==> src/rtl/fcr_pkg.sv <==
// Shared types and constants for the fan tachometer count to rpm converter.
`timescale 1ns / 1ps
`default_nettype none

package fcr_pkg;

   // Conversion constant: rpm = RPM_NUMERATOR / (count << exponent)
   localparam int unsigned QUO_WIDTH = 21;
   localparam logic [QUO_WIDTH-1:0] RPM_NUMERATOR = 21'd1350000;

   // Divider pipeline shape: quotient bits resolved per stage
   localparam int unsigned STEP_BITS  = 3;
   localparam int unsigned NUM_STAGES = QUO_WIDTH / STEP_BITS;

   // Queue between classifier and divider (power of two)
   localparam int unsigned QUEUE_DEPTH = 2;

   localparam int unsigned COUNT_WIDTH = 8;
   localparam int unsigned EXPO_WIDTH  = 3;
   localparam int unsigned STAT_WIDTH  = 2;

   localparam logic [COUNT_WIDTH-1:0] COUNT_STUCK_LOW  = 8'd0;
   localparam logic [COUNT_WIDTH-1:0] COUNT_STUCK_HIGH = 8'd255;

   // Fan channel codes
   localparam logic [1:0] CHAN_FAN_ONE   = 2'd0;
   localparam logic [1:0] CHAN_FAN_TWO   = 2'd1;
   localparam logic [1:0] CHAN_FAN_THREE = 2'd2;

   // Status codes
   localparam logic [STAT_WIDTH-1:0] STATUS_OK          = 2'd0;
   localparam logic [STAT_WIDTH-1:0] STATUS_STUCK       = 2'd1;
   localparam logic [STAT_WIDTH-1:0] STATUS_BAD_CHANNEL = 2'd2;

   typedef struct packed {
      logic [1:0]             func;
      logic [COUNT_WIDTH-1:0] fan_count;
      logic [7:0]             divisor_reg;
      logic [7:0]             pin_reg;
      logic [7:0]             battery_reg;
   } req_type;

   typedef struct packed {
      logic [QUO_WIDTH-1:0]  rpm;
      logic [STAT_WIDTH-1:0] status;
   } rsp_type;

   // Classified conversion job handed from front to back
   typedef struct packed {
      logic [COUNT_WIDTH-1:0] count;
      logic [EXPO_WIDTH-1:0]  expo;
      logic [STAT_WIDTH-1:0]  status;
   } job_type;

endpackage : fcr_pkg

`default_nettype wire

==> src/rtl/fcr_front.sv <==
// Front end: picks the divisor exponent and checks channel and count.
`timescale 1ns / 1ps
`default_nettype none

module fcr_front (
   input  logic             has_third_bit,
   input  fcr_pkg::req_type req,
   output fcr_pkg::job_type job
);
   import fcr_pkg::*;

   logic [1:0] expo_low;
   logic       expo_high;

   always_comb begin
      unique case (req.func)
         CHAN_FAN_ONE: begin
            expo_low  = req.divisor_reg[5:4];
            expo_high = req.battery_reg[5];
         end
         CHAN_FAN_TWO: begin
            expo_low  = req.divisor_reg[7:6];
            expo_high = req.battery_reg[6];
         end
         CHAN_FAN_THREE: begin
            expo_low  = req.pin_reg[7:6];
            expo_high = req.battery_reg[7];
         end
         default: begin
            expo_low  = 2'd0;
            expo_high = 1'b0;
         end
      endcase
   end

   always_comb begin
      job.count = req.fan_count;
      job.expo  = {expo_high & has_third_bit, expo_low};
      priority if (req.func != CHAN_FAN_ONE && req.func != CHAN_FAN_TWO &&
                   req.func != CHAN_FAN_THREE) begin
         job.status = STATUS_BAD_CHANNEL;
      end else if (req.fan_count == COUNT_STUCK_LOW ||
                   req.fan_count == COUNT_STUCK_HIGH) begin
         job.status = STATUS_STUCK;
      end else begin
         job.status = STATUS_OK;
      end
   end

endmodule : fcr_front

`default_nettype wire

==> src/rtl/fcr_queue.sv <==
// Short FIFO of classified jobs between front end and divider.
`timescale 1ns / 1ps
`default_nettype none

module fcr_queue (
   input  logic             clock,
   input  logic             reset,
   input  logic             push,
   input  fcr_pkg::job_type push_job,
   output logic             full,
   input  logic             pop,
   output logic             head_valid,
   output fcr_pkg::job_type head_job
);
   import fcr_pkg::*;

   localparam int unsigned PTR_WIDTH = $clog2(QUEUE_DEPTH);
   localparam int unsigned CNT_WIDTH = $clog2(QUEUE_DEPTH + 1);
   localparam logic [CNT_WIDTH-1:0] DEPTH_CNT = CNT_WIDTH'(QUEUE_DEPTH);

   job_type                entry_ff [QUEUE_DEPTH];
   logic [PTR_WIDTH-1:0]   wr_ptr_ff, wr_ptr_in;
   logic [PTR_WIDTH-1:0]   rd_ptr_ff, rd_ptr_in;
   logic [CNT_WIDTH-1:0]   count_ff, count_in;

   assign full       = (count_ff == DEPTH_CNT);
   assign head_valid = (count_ff != '0);
   assign head_job   = entry_ff[rd_ptr_ff];

   always_comb begin
      wr_ptr_in = push ? wr_ptr_ff + 1'b1 : wr_ptr_ff;
      rd_ptr_in = pop  ? rd_ptr_ff + 1'b1 : rd_ptr_ff;
      count_in  = count_ff + CNT_WIDTH'(push) - CNT_WIDTH'(pop);
   end

   always_ff @(posedge clock) begin
      if (reset) begin
         wr_ptr_ff <= '0;
         rd_ptr_ff <= '0;
         count_ff  <= '0;
      end else begin
         wr_ptr_ff <= wr_ptr_in;
         rd_ptr_ff <= rd_ptr_in;
         count_ff  <= count_in;
      end
   end

   always_ff @(posedge clock) begin
      if (push) begin
         entry_ff[wr_ptr_ff] <= push_job;
      end
   end

endmodule : fcr_queue

`default_nettype wire

==> src/rtl/fcr_back.sv <==
// Back end: pipelined restoring divider, exponent shift and output register.
`timescale 1ns / 1ps
`default_nettype none

module fcr_back (
   input  logic             clock,
   input  logic             reset,
   input  logic             job_valid,
   input  fcr_pkg::job_type job,
   output logic             job_pop,
   output logic             rsp_valid,
   input  logic             rsp_stall,
   output fcr_pkg::rsp_type rsp_data
);
   import fcr_pkg::*;

   localparam int unsigned LAST = NUM_STAGES - 1;

   logic                   advance;
   logic                   vld_ff [NUM_STAGES];
   logic [COUNT_WIDTH-1:0] rem_ff [NUM_STAGES];
   logic [QUO_WIDTH-1:0]   quo_ff [NUM_STAGES];
   job_type                job_ff [NUM_STAGES];

   logic                   rsp_valid_ff, rsp_valid_in;
   rsp_type                rsp_data_ff, rsp_data_in;

   // The whole pipe moves together; hold it while a result waits
   assign advance = !rsp_valid_ff || !rsp_stall;
   assign job_pop = advance && job_valid;

   for (genvar s = 0; s < NUM_STAGES; s++) begin : g_stage
      logic                   vld_src;
      logic [COUNT_WIDTH-1:0] rem_src;
      logic [QUO_WIDTH-1:0]   quo_src;
      job_type                job_src;
      logic [COUNT_WIDTH-1:0] rem_in;
      logic [QUO_WIDTH-1:0]   quo_in;

      if (s == 0) begin : g_first
         assign vld_src = job_valid;
         assign rem_src = '0;
         assign quo_src = '0;
         assign job_src = job;
      end else begin : g_next
         assign vld_src = vld_ff[s-1];
         assign rem_src = rem_ff[s-1];
         assign quo_src = quo_ff[s-1];
         assign job_src = job_ff[s-1];
      end

      // Resolve STEP_BITS quotient bits: shift in a numerator bit, trial subtract
      always_comb begin
         logic [COUNT_WIDTH:0] trial;
         logic [COUNT_WIDTH:0] diff;
         rem_in = rem_src;
         quo_in = quo_src;
         for (int k = 0; k < STEP_BITS; k++) begin
            trial = {rem_in, RPM_NUMERATOR[QUO_WIDTH - 1 - STEP_BITS * s - k]};
            diff  = trial - {1'b0, job_src.count};
            if (trial >= {1'b0, job_src.count}) begin
               rem_in = diff[COUNT_WIDTH-1:0];
               quo_in = {quo_in[QUO_WIDTH-2:0], 1'b1};
            end else begin
               rem_in = trial[COUNT_WIDTH-1:0];
               quo_in = {quo_in[QUO_WIDTH-2:0], 1'b0};
            end
         end
      end

      always_ff @(posedge clock) begin
         if (reset) begin
            vld_ff[s] <= 1'b0;
         end else if (advance) begin
            vld_ff[s] <= vld_src;
         end
      end

      always_ff @(posedge clock) begin
         if (advance) begin
            rem_ff[s] <= rem_in;
            quo_ff[s] <= quo_in;
            job_ff[s] <= job_src;
         end
      end
   end

   // floor(floor(N / count) / 2^e) equals floor(N / (count << e))
   always_comb begin
      rsp_valid_in       = vld_ff[LAST];
      rsp_data_in.status = job_ff[LAST].status;
      if (job_ff[LAST].status == STATUS_OK) begin
         rsp_data_in.rpm = quo_ff[LAST] >> job_ff[LAST].expo;
      end else begin
         rsp_data_in.rpm = '0;
      end
   end

   always_ff @(posedge clock) begin
      if (reset) begin
         rsp_valid_ff <= 1'b0;
      end else if (advance) begin
         rsp_valid_ff <= rsp_valid_in;
      end
   end

   always_ff @(posedge clock) begin
      if (advance) begin
         rsp_data_ff <= rsp_data_in;
      end
   end

   assign rsp_valid = rsp_valid_ff;
   assign rsp_data  = rsp_data_ff;

endmodule : fcr_back

`default_nettype wire

==> src/rtl/fan_count_to_rpm_core.sv <==
// Top level: fan tachometer count to rpm converter.
//
//   port group   direction   flow control      contents
//   req_*        in          valid / stall     channel, count, register bytes
//   rsp_*        out         valid / stall     rpm and status
//   csr_*        in          write enable      third divisor bit enable
//
// One transaction is accepted per cycle while req_stall is low. Each result
// passes through the job queue, then 7 divider stages of 3 quotient bits each,
// then the output register that drives rsp_*. Synchronous active-high reset
// empties the queue and the pipe and clears the control register. A stalled
// output holds the whole divider pipe; the 2-entry queue absorbs requests
// until it fills, and only then is req_stall raised.
`timescale 1ns / 1ps
`default_nettype none

module fan_count_to_rpm_core (
   input  logic             clock,
   input  logic             reset,
   input  logic             req_valid,
   output logic             req_stall,
   input  fcr_pkg::req_type req_data,
   output logic             rsp_valid,
   input  logic             rsp_stall,
   output fcr_pkg::rsp_type rsp_data,
   input  logic             csr_wr_en,
   input  logic             csr_wr_data
);
   import fcr_pkg::*;

   logic    has_third_bit_ff, has_third_bit_in;
   job_type front_job;
   job_type head_job;
   logic    q_push, q_full, q_pop, q_head_valid;

   assign has_third_bit_in = csr_wr_en ? csr_wr_data : has_third_bit_ff;

   always_ff @(posedge clock) begin
      if (reset) begin
         has_third_bit_ff <= 1'b0;
      end else begin
         has_third_bit_ff <= has_third_bit_in;
      end
   end

   assign req_stall = q_full;
   assign q_push    = req_valid && !req_stall;

   fcr_front u_front (
      .has_third_bit (has_third_bit_ff),
      .req           (req_data),
      .job           (front_job)
   );

   fcr_queue u_queue (
      .clock      (clock),
      .reset      (reset),
      .push       (q_push),
      .push_job   (front_job),
      .full       (q_full),
      .pop        (q_pop),
      .head_valid (q_head_valid),
      .head_job   (head_job)
   );

   fcr_back u_back (
      .clock     (clock),
      .reset     (reset),
      .job_valid (q_head_valid),
      .job       (head_job),
      .job_pop   (q_pop),
      .rsp_valid (rsp_valid),
      .rsp_stall (rsp_stall),
      .rsp_data  (rsp_data)
   );

   // Any error result carries zero rpm
   a_error_zero_rpm: assert property (@(posedge clock) disable iff (reset)
      rsp_valid && rsp_data.status != STATUS_OK |-> rsp_data.rpm == '0)
      else $error("error result with nonzero rpm");

   // Smallest good rpm is 1350000 / (254 << 7), never zero
   a_ok_nonzero_rpm: assert property (@(posedge clock) disable iff (reset)
      rsp_valid && rsp_data.status == STATUS_OK |-> rsp_data.rpm != '0)
      else $error("good result with zero rpm");

   // The queue fills only through an accepted request
   a_stall_after_push: assert property (@(posedge clock) disable iff (reset)
      $rose(req_stall) |-> $past(req_valid))
      else $error("req_stall rose without a request");

endmodule : fan_count_to_rpm_core

`default_nettype wire

==> config.mk <==
export PLATFORM = sky130hd
export DESIGN_NAME = fan_count_to_rpm_core
export DESIGN_NICKNAME = d
export VERILOG_FILES = /design/src/rtl/fcr_pkg.sv /design/src/rtl/fcr_front.sv /design/src/rtl/fcr_queue.sv /design/src/rtl/fcr_back.sv /design/src/rtl/fan_count_to_rpm_core.sv
export SDC_FILE = /design/constraint.sdc
export NUM_CORES = 1
export LEC_CHECK = 0
export ABC_AREA = 1
export BUFFER_PORTS_ARGS = -buffer_cell sky130_fd_sc_hd__buf_2
export CORE_AREA = 2 2 232 292
export CTS_BUF_LIST = sky130_fd_sc_hd__clkbuf_8
export CTS_CLUSTER_SIZE = 28
export DETAILED_ROUTE_END_ITERATION = 10
export DIE_AREA = 0 0 234 294
export SLEW_MARGIN = 20
export SYNTH_ARGS = -nofsm -noshare
export SYNTH_HDL_FRONTEND = slang
export SYNTH_SLANG_ARGS = --single-unit
==> constraint.sdc <==
create_clock -name clock -period 7.51 [get_ports clock]
set_input_delay 0.3755 -clock clock [delete_from_list [all_inputs] [get_ports clock]]
set_output_delay 0.3755 -clock clock [all_outputs]
set_load 0.01 [all_outputs]
* Word level (Yosys, flattened, before mapping)
Memory sizes are Yosys's and may differ from the RTL's. A register that Yosys moved wholly into a read port is not among the register bits. Index checks and enable logic that the tools add are counted.
Word-level totals: register bits after elaboration 28, bits in writable memories 327, word-level logic and storage cells 149, memories kept 5
Operators by class: $add $sub $neg 25, magnitude comparators 21, eq/ne operators 6, shift operators 1, muxes and demuxes 63, bitwise logic cells 8, reductions and logical operators 14
Memories:
- u_back.quo_ff | words 7, bits a word 21, read ports 7, clocked after memory_dff 0, write ports 7, line fcr_back.sv:22 | logic [QUO_WIDTH-1:0] quo_ff [NUM_STAGES];
- u_back.job_ff | words 7, bits a word 13, read ports 7, clocked after memory_dff 0, write ports 7, line fcr_back.sv:23 | job_type job_ff [NUM_STAGES];
- u_back.rem_ff | words 7, bits a word 8, read ports 6, clocked after memory_dff 0, write ports 7, line fcr_back.sv:21 | logic [COUNT_WIDTH-1:0] rem_ff [NUM_STAGES];
- u_queue.entry_ff | words 2, bits a word 13, read ports 1, clocked after memory_dff 1, write ports 1, line fcr_queue.sv:21 | job_type entry_ff [QUEUE_DEPTH];
- u_back.vld_ff | words 7, bits a word 1, read ports 7, clocked after memory_dff 1, write ports 7, line fcr_back.sv:20 | logic vld_ff [NUM_STAGES];
Operator list (number):
- 9-bit by 8-bit greater-or-equal comparator with 1-bit output | 20
- 8-bit two-way mux | 21
- 8-bit subtractor | 20
- 1-bit two-way mux | 39
- 21-bit by 3-bit >> shifter with 21-bit output | 1
- 8-bit equality test, second input constant | 1
- 1-bit by 8-bit greater-or-equal comparator with 1-bit output, first input constant | 1
- 8-bit zero test | 1
- 1-bit by 8-bit subtractor with 8-bit output, first input constant | 1
- 1-bit bitwise OR | 7
- 2-bit case mux with 3 select lines | 1
- 2-bit equality test, second input constant | 2
- 1-bit logical AND | 4
- 2-bit zero test | 2
- 2-bit nonzero test | 2
- 1-bit zero test | 3
- 1-bit case mux with 3 select lines | 1
- 1-bit adder, second input constant | 2
- 2-bit by 1-bit adder with 2-bit output | 1
- 2-bit by 1-bit equality test with 1-bit output, second input constant | 1
- 1-bit logical OR | 2
- 2-bit two-way mux | 1
- 2-bit by 1-bit inequality test with 1-bit output, second input constant | 1
- 2-bit inequality test, second input constant | 1
- other kinds (2) | 2

* Logic depth before layout (Yosys ltp)
An unclocked memory read counts as a cell.
depth after elaboration 7, gate-level depth with buffers 35, gate-level depth less buffers 34

* Hierarchy
Synthesis repeated with hierarchy kept, for this count alone.
Unflattened totals: cell total of the unflattened synthesis 1976, area total of the unflattened synthesis 17822.1 µm²
Modules (own cells, without submodules):
- fcr_back | instances 1, cells each 1846, area an instance 16339.4 µm²
- fcr_queue | instances 1, cells each 71, area an instance 1199.9 µm²
- fcr_front | instances 1, cells each 50, area an instance 230.2 µm²
- fan_count_to_rpm_core | instances 1, cells each 9, area an instance 52.6 µm²

* Worst setup path after synthesis
No wires, ideal clock.
path type input to register, start point input rsp_stall, end point register u_queue.count_ff[1], setup time 0.070 ns, arrival 6.977 ns, data required time 7.440 ns, path slack 0.463 ns, stages 9, cell sequence nand2_1 inv_1 a21oi_1 ha_1 inv_1 ha_1 xor2_1 o21ai_0 a21oi_1
On the way: longest elaborated chain between the ends 4
Ends and longest elaborated chain:
- start: declaration | line fan_count_to_rpm_core.sv:24 | input logic rsp_stall,
- 1-bit zero test | line fcr_back.sv:29 | assign advance = !rsp_valid_ff || !rsp_stall;
- 1-bit logical OR | line fcr_back.sv:29
- 1-bit logical AND | line fcr_back.sv:30 | assign job_pop = advance && job_valid;
- net q_pop | line fan_count_to_rpm_core.sv:34 | logic q_push, q_full, q_pop, q_head_valid;
- 2-bit by 1-bit subtractor with 2-bit output | line fcr_queue.sv:33 | count_in = count_ff + CNT_WIDTH'(push) - CNT_WIDTH'(pop);
- end signal: assignment | line fcr_queue.sv:44 | count_ff <= count_in;
- end: declaration | line fcr_queue.sv:24 | logic [CNT_WIDTH-1:0] count_ff, count_in;
The timed path passes the listed nets, and every way through them passes these cells. A chain may end at the register's enable or synchronous reset.

==> impl_metrics.yaml <==
timing:
  hold_violations: 0
  final.setup.tns_ns: 0
  worst_pin_slew_ns: 0.9357
  finClkSkew_ns: 0.04653
  finalCriticalPeriod_ns: 5.983
  fmax_ghz: 0.1671
  report.final.setup_viol: 0
  grt_setup_unrepaired: "false"
  post-route-period-util_pct: 79.66
  relSlewSlack_pct: 37.62
  slew_violations: 0
floorplanning:
  initial_core_util_pct: 26.73
  fp.dieH_um: 294
  io-pin-count: 65
  coreArea_mm2: 0.06618
  rows: 106
  chipWidth_um: 234
  dieArea_mm2: 0.06880
run:
  drv_cap: 0
grt:
  globalRouteOverflowTotal: 0
  grt_pass1_vias: 12870
  grt_max_degree: 76
  grt_usage_pct: 10.93
  grt_pass1_wl_um: 61110
  grt_antenna_before_repair: 3
clocking:
  cts_tree: "yes"
  clk_latency_ns: 0.62
  cts_buffer_depth: 3
  htree_num_levels: 2
  cts_sinks: 278
  clk_pin_slew_worst_paths_ns: 0.07
  post_cts_buffers: 0
  root_buffer: "clkbuf_8"
  cts_buffers: 48
logic_synthesis:
  ys_warn_count: 0
  yosysSeqAreaShare_pct: 46.79
  ys_ff_latch: 278
  synth.net_count: 2198
  syn_area_mm2: 0.01769
  async_reset_ff_share_pct: 0
  synth_area_per_cell_um2: 8.842
  synth_top_area_share_pct: 45.99
  synth-edff-count: 271
  synth_cells: 2001
  yosysUniqueCellTypes: 56
  synth-main-ff-cell: "edfxtp_1"
  synth_area_leaders: "edfxtp_1 (46%), nand2_1 (12%), ha_1 (10%), inv_1 (6.1%), nand3_1 (3.8%)"
  synth_top_area_cell: "edfxtp_1"
  yosys.cell_count.top_type: "nand2_1"
  synthTopCellsByCount: "nand2_1 (566), inv_1 (287), edfxtp_1 (271)"
drt:
  drt_iter0_drc: 690
  num_vias: 13120
  vias_per_cell: 4.380
  final_antenna_net_count: 0
  wirelength_um: 36850
  dr.pass1.iters: 5
  drc_errors: 0
  wl_per_cell_um: 12.30
placement:
  dp_hpwl_um: 28160
  io_buffers: 49
  gp_congestion: 0.8804
worst_setup_path:
  critPathKind: "flip-flop to flip-flop"
  worstPathArrival_ns: 6.35
  cp_max_fo: 15
  r2r_start: "u_back.job_ff[3][6]$_DFFE_PN_"
  crit_buf_inv: 2
  endpoint_kind: "flip-flop"
  cp-startpoint: "u_back.job_ff[3][6]$_DFFE_PN_"
  setup.worst_path.start_class: "flip-flop"
  critical_path.max_stage_delay_ns: 0.61
  required_ns: 7.88
  cpMaxStageDelayCell: "a21oi_1"
  cpMostUsedCell: "nand2_1"
  cp_top_family: "simple AND/OR/NAND/NOR gates"
final_layout:
  nNetsFinal: 2288
  area_growth_pct: 12.93
  drive_gt1_share_pct: 8.314
worst_hold_path:
  hold_start: "req_data[21]"
  hold_path.class: "input pin to flip-flop"
run_status:
  status: "complete, no violations"
==> layout by cell type (no fill, tap or decap), types with 9 or more instances in the layout <==
cell / n
inv_1: 308
nand4_1: 33
o22ai_1: 15
nand3_1: 136
nor2_1: 106
nor3_1: 11
nand2_1: 565
a21oi_1: 106
ha_1: 146
dlygate4sd3_1: 11
xnor2_1: 35
o21ai_2: 9
xor2_1: 54
clkinv_1: 9
fa_1: 11
or2_2: 17
edfxtp_1: 271
o21ai_0: 73
clkbuf_8: 48
buf_2: 49
==> worst reg2reg max path, delay by kind of cell, from the launching register on <==
kind                       cells  cell delay, ns
and+or+nand+nor               18            2.41
buffers and inverters          2            0.12
adders and majority gates      5            1.53
DFF                            1            0.49
AOI/OAI and AO/OA              4            1.20
==> flip-flops by register name, indices dropped and copies added, names as in the netlist, 2 cells and up, named ones only <==
register / count
u_back.job_ff: 83
u_back.quo_ff: 84
u_back.rem_ff: 48
u_back.rsp_data: 23
u_back.vld_ff: 7
u_queue.count_ff: 2
u_queue.entry_ff: 26
==> repair_timing <==
action,in CTS,in global routing
endpoints found under the hold margin,18,0
resized for setup,0,0
hold buffers,11,0
==> logic make-up after synthesis <==
group                      count (synthesis)  synth area share, %
muxes                                      4               0.2263
buffers and inverters                    319                7.107
xor gates and xnor gates                  89                4.406
AOI/OAI and AO/OA                        245                7.885
adders and majority gates                157                11.57
DFF                                      278                46.79
and+or+nand+nor                          909                22.02
==> routing by layer <==
layer	vias to the layer above	track usage (%)	part of all wire, %	routed length (um)
met3	75	2.151	4.1	1518
met2	214	19.79	50	18590
met1	5926	12.25	42	15550
met4	0	4.847	3.2	1184
li1	6906	-	-	-
met5	-	0	0	0
==> final cells by class <==
| class | count | area [um^2] |
|---|---|---|
| Inverter | 296 | 1114 |
| Tap cell | 864 | 1081 |
| Multi-Input combinational cell | 1404 | 8170 |
| Clock buffer | 48 | 660.6 |
| Timing Repair Buffer | 63 | 377.9 |
| Sequential cell | 278 | 8278 |
| Fill cell | 6982 | 46200 |
| Antenna cell | 3 | 7.507 |
| Clock inverter | 40 | 292.8 |
==> final timing paths <==
check / to / slack (ns) / cells past startpoint
hold / removal: u_queue.entry_ff[1][3]$_DFFE_PP_ / 0.07 / 3
setup / recovery: u_back.rem_ff[4][6]$_DFFE_PN_ / 1.53 / 29
setup reg to reg: u_back.rem_ff[4][6]$_DFFE_PN_ / 1.53 / 29
hold reg to reg: u_back.quo_ff[5][16]$_DFFE_PN_ / 0.41 / 0
==> through the flow <==
step	cells	hold slack [ns]	setup slack (ns)	utilization [%]	cell area, um^2
2_1_floorplan	2001	0.4003	0.4635	-	17690
6_report	2996	0.07334	1.527	30.19	19980
3_3_place_gp	2894	0.4003	1.599	28.57	18910
3_5_place_dp	2894	0.4045	1.601	28.57	18910
4_1_cts	2993	0.008612	1.559	30.18	19970
5_1_grt	2994	0.04136	1.013	30.18	19980
Power is not shown: default switching activity piles up to over one toggle a cycle in this logic, so the estimate is an artifact.
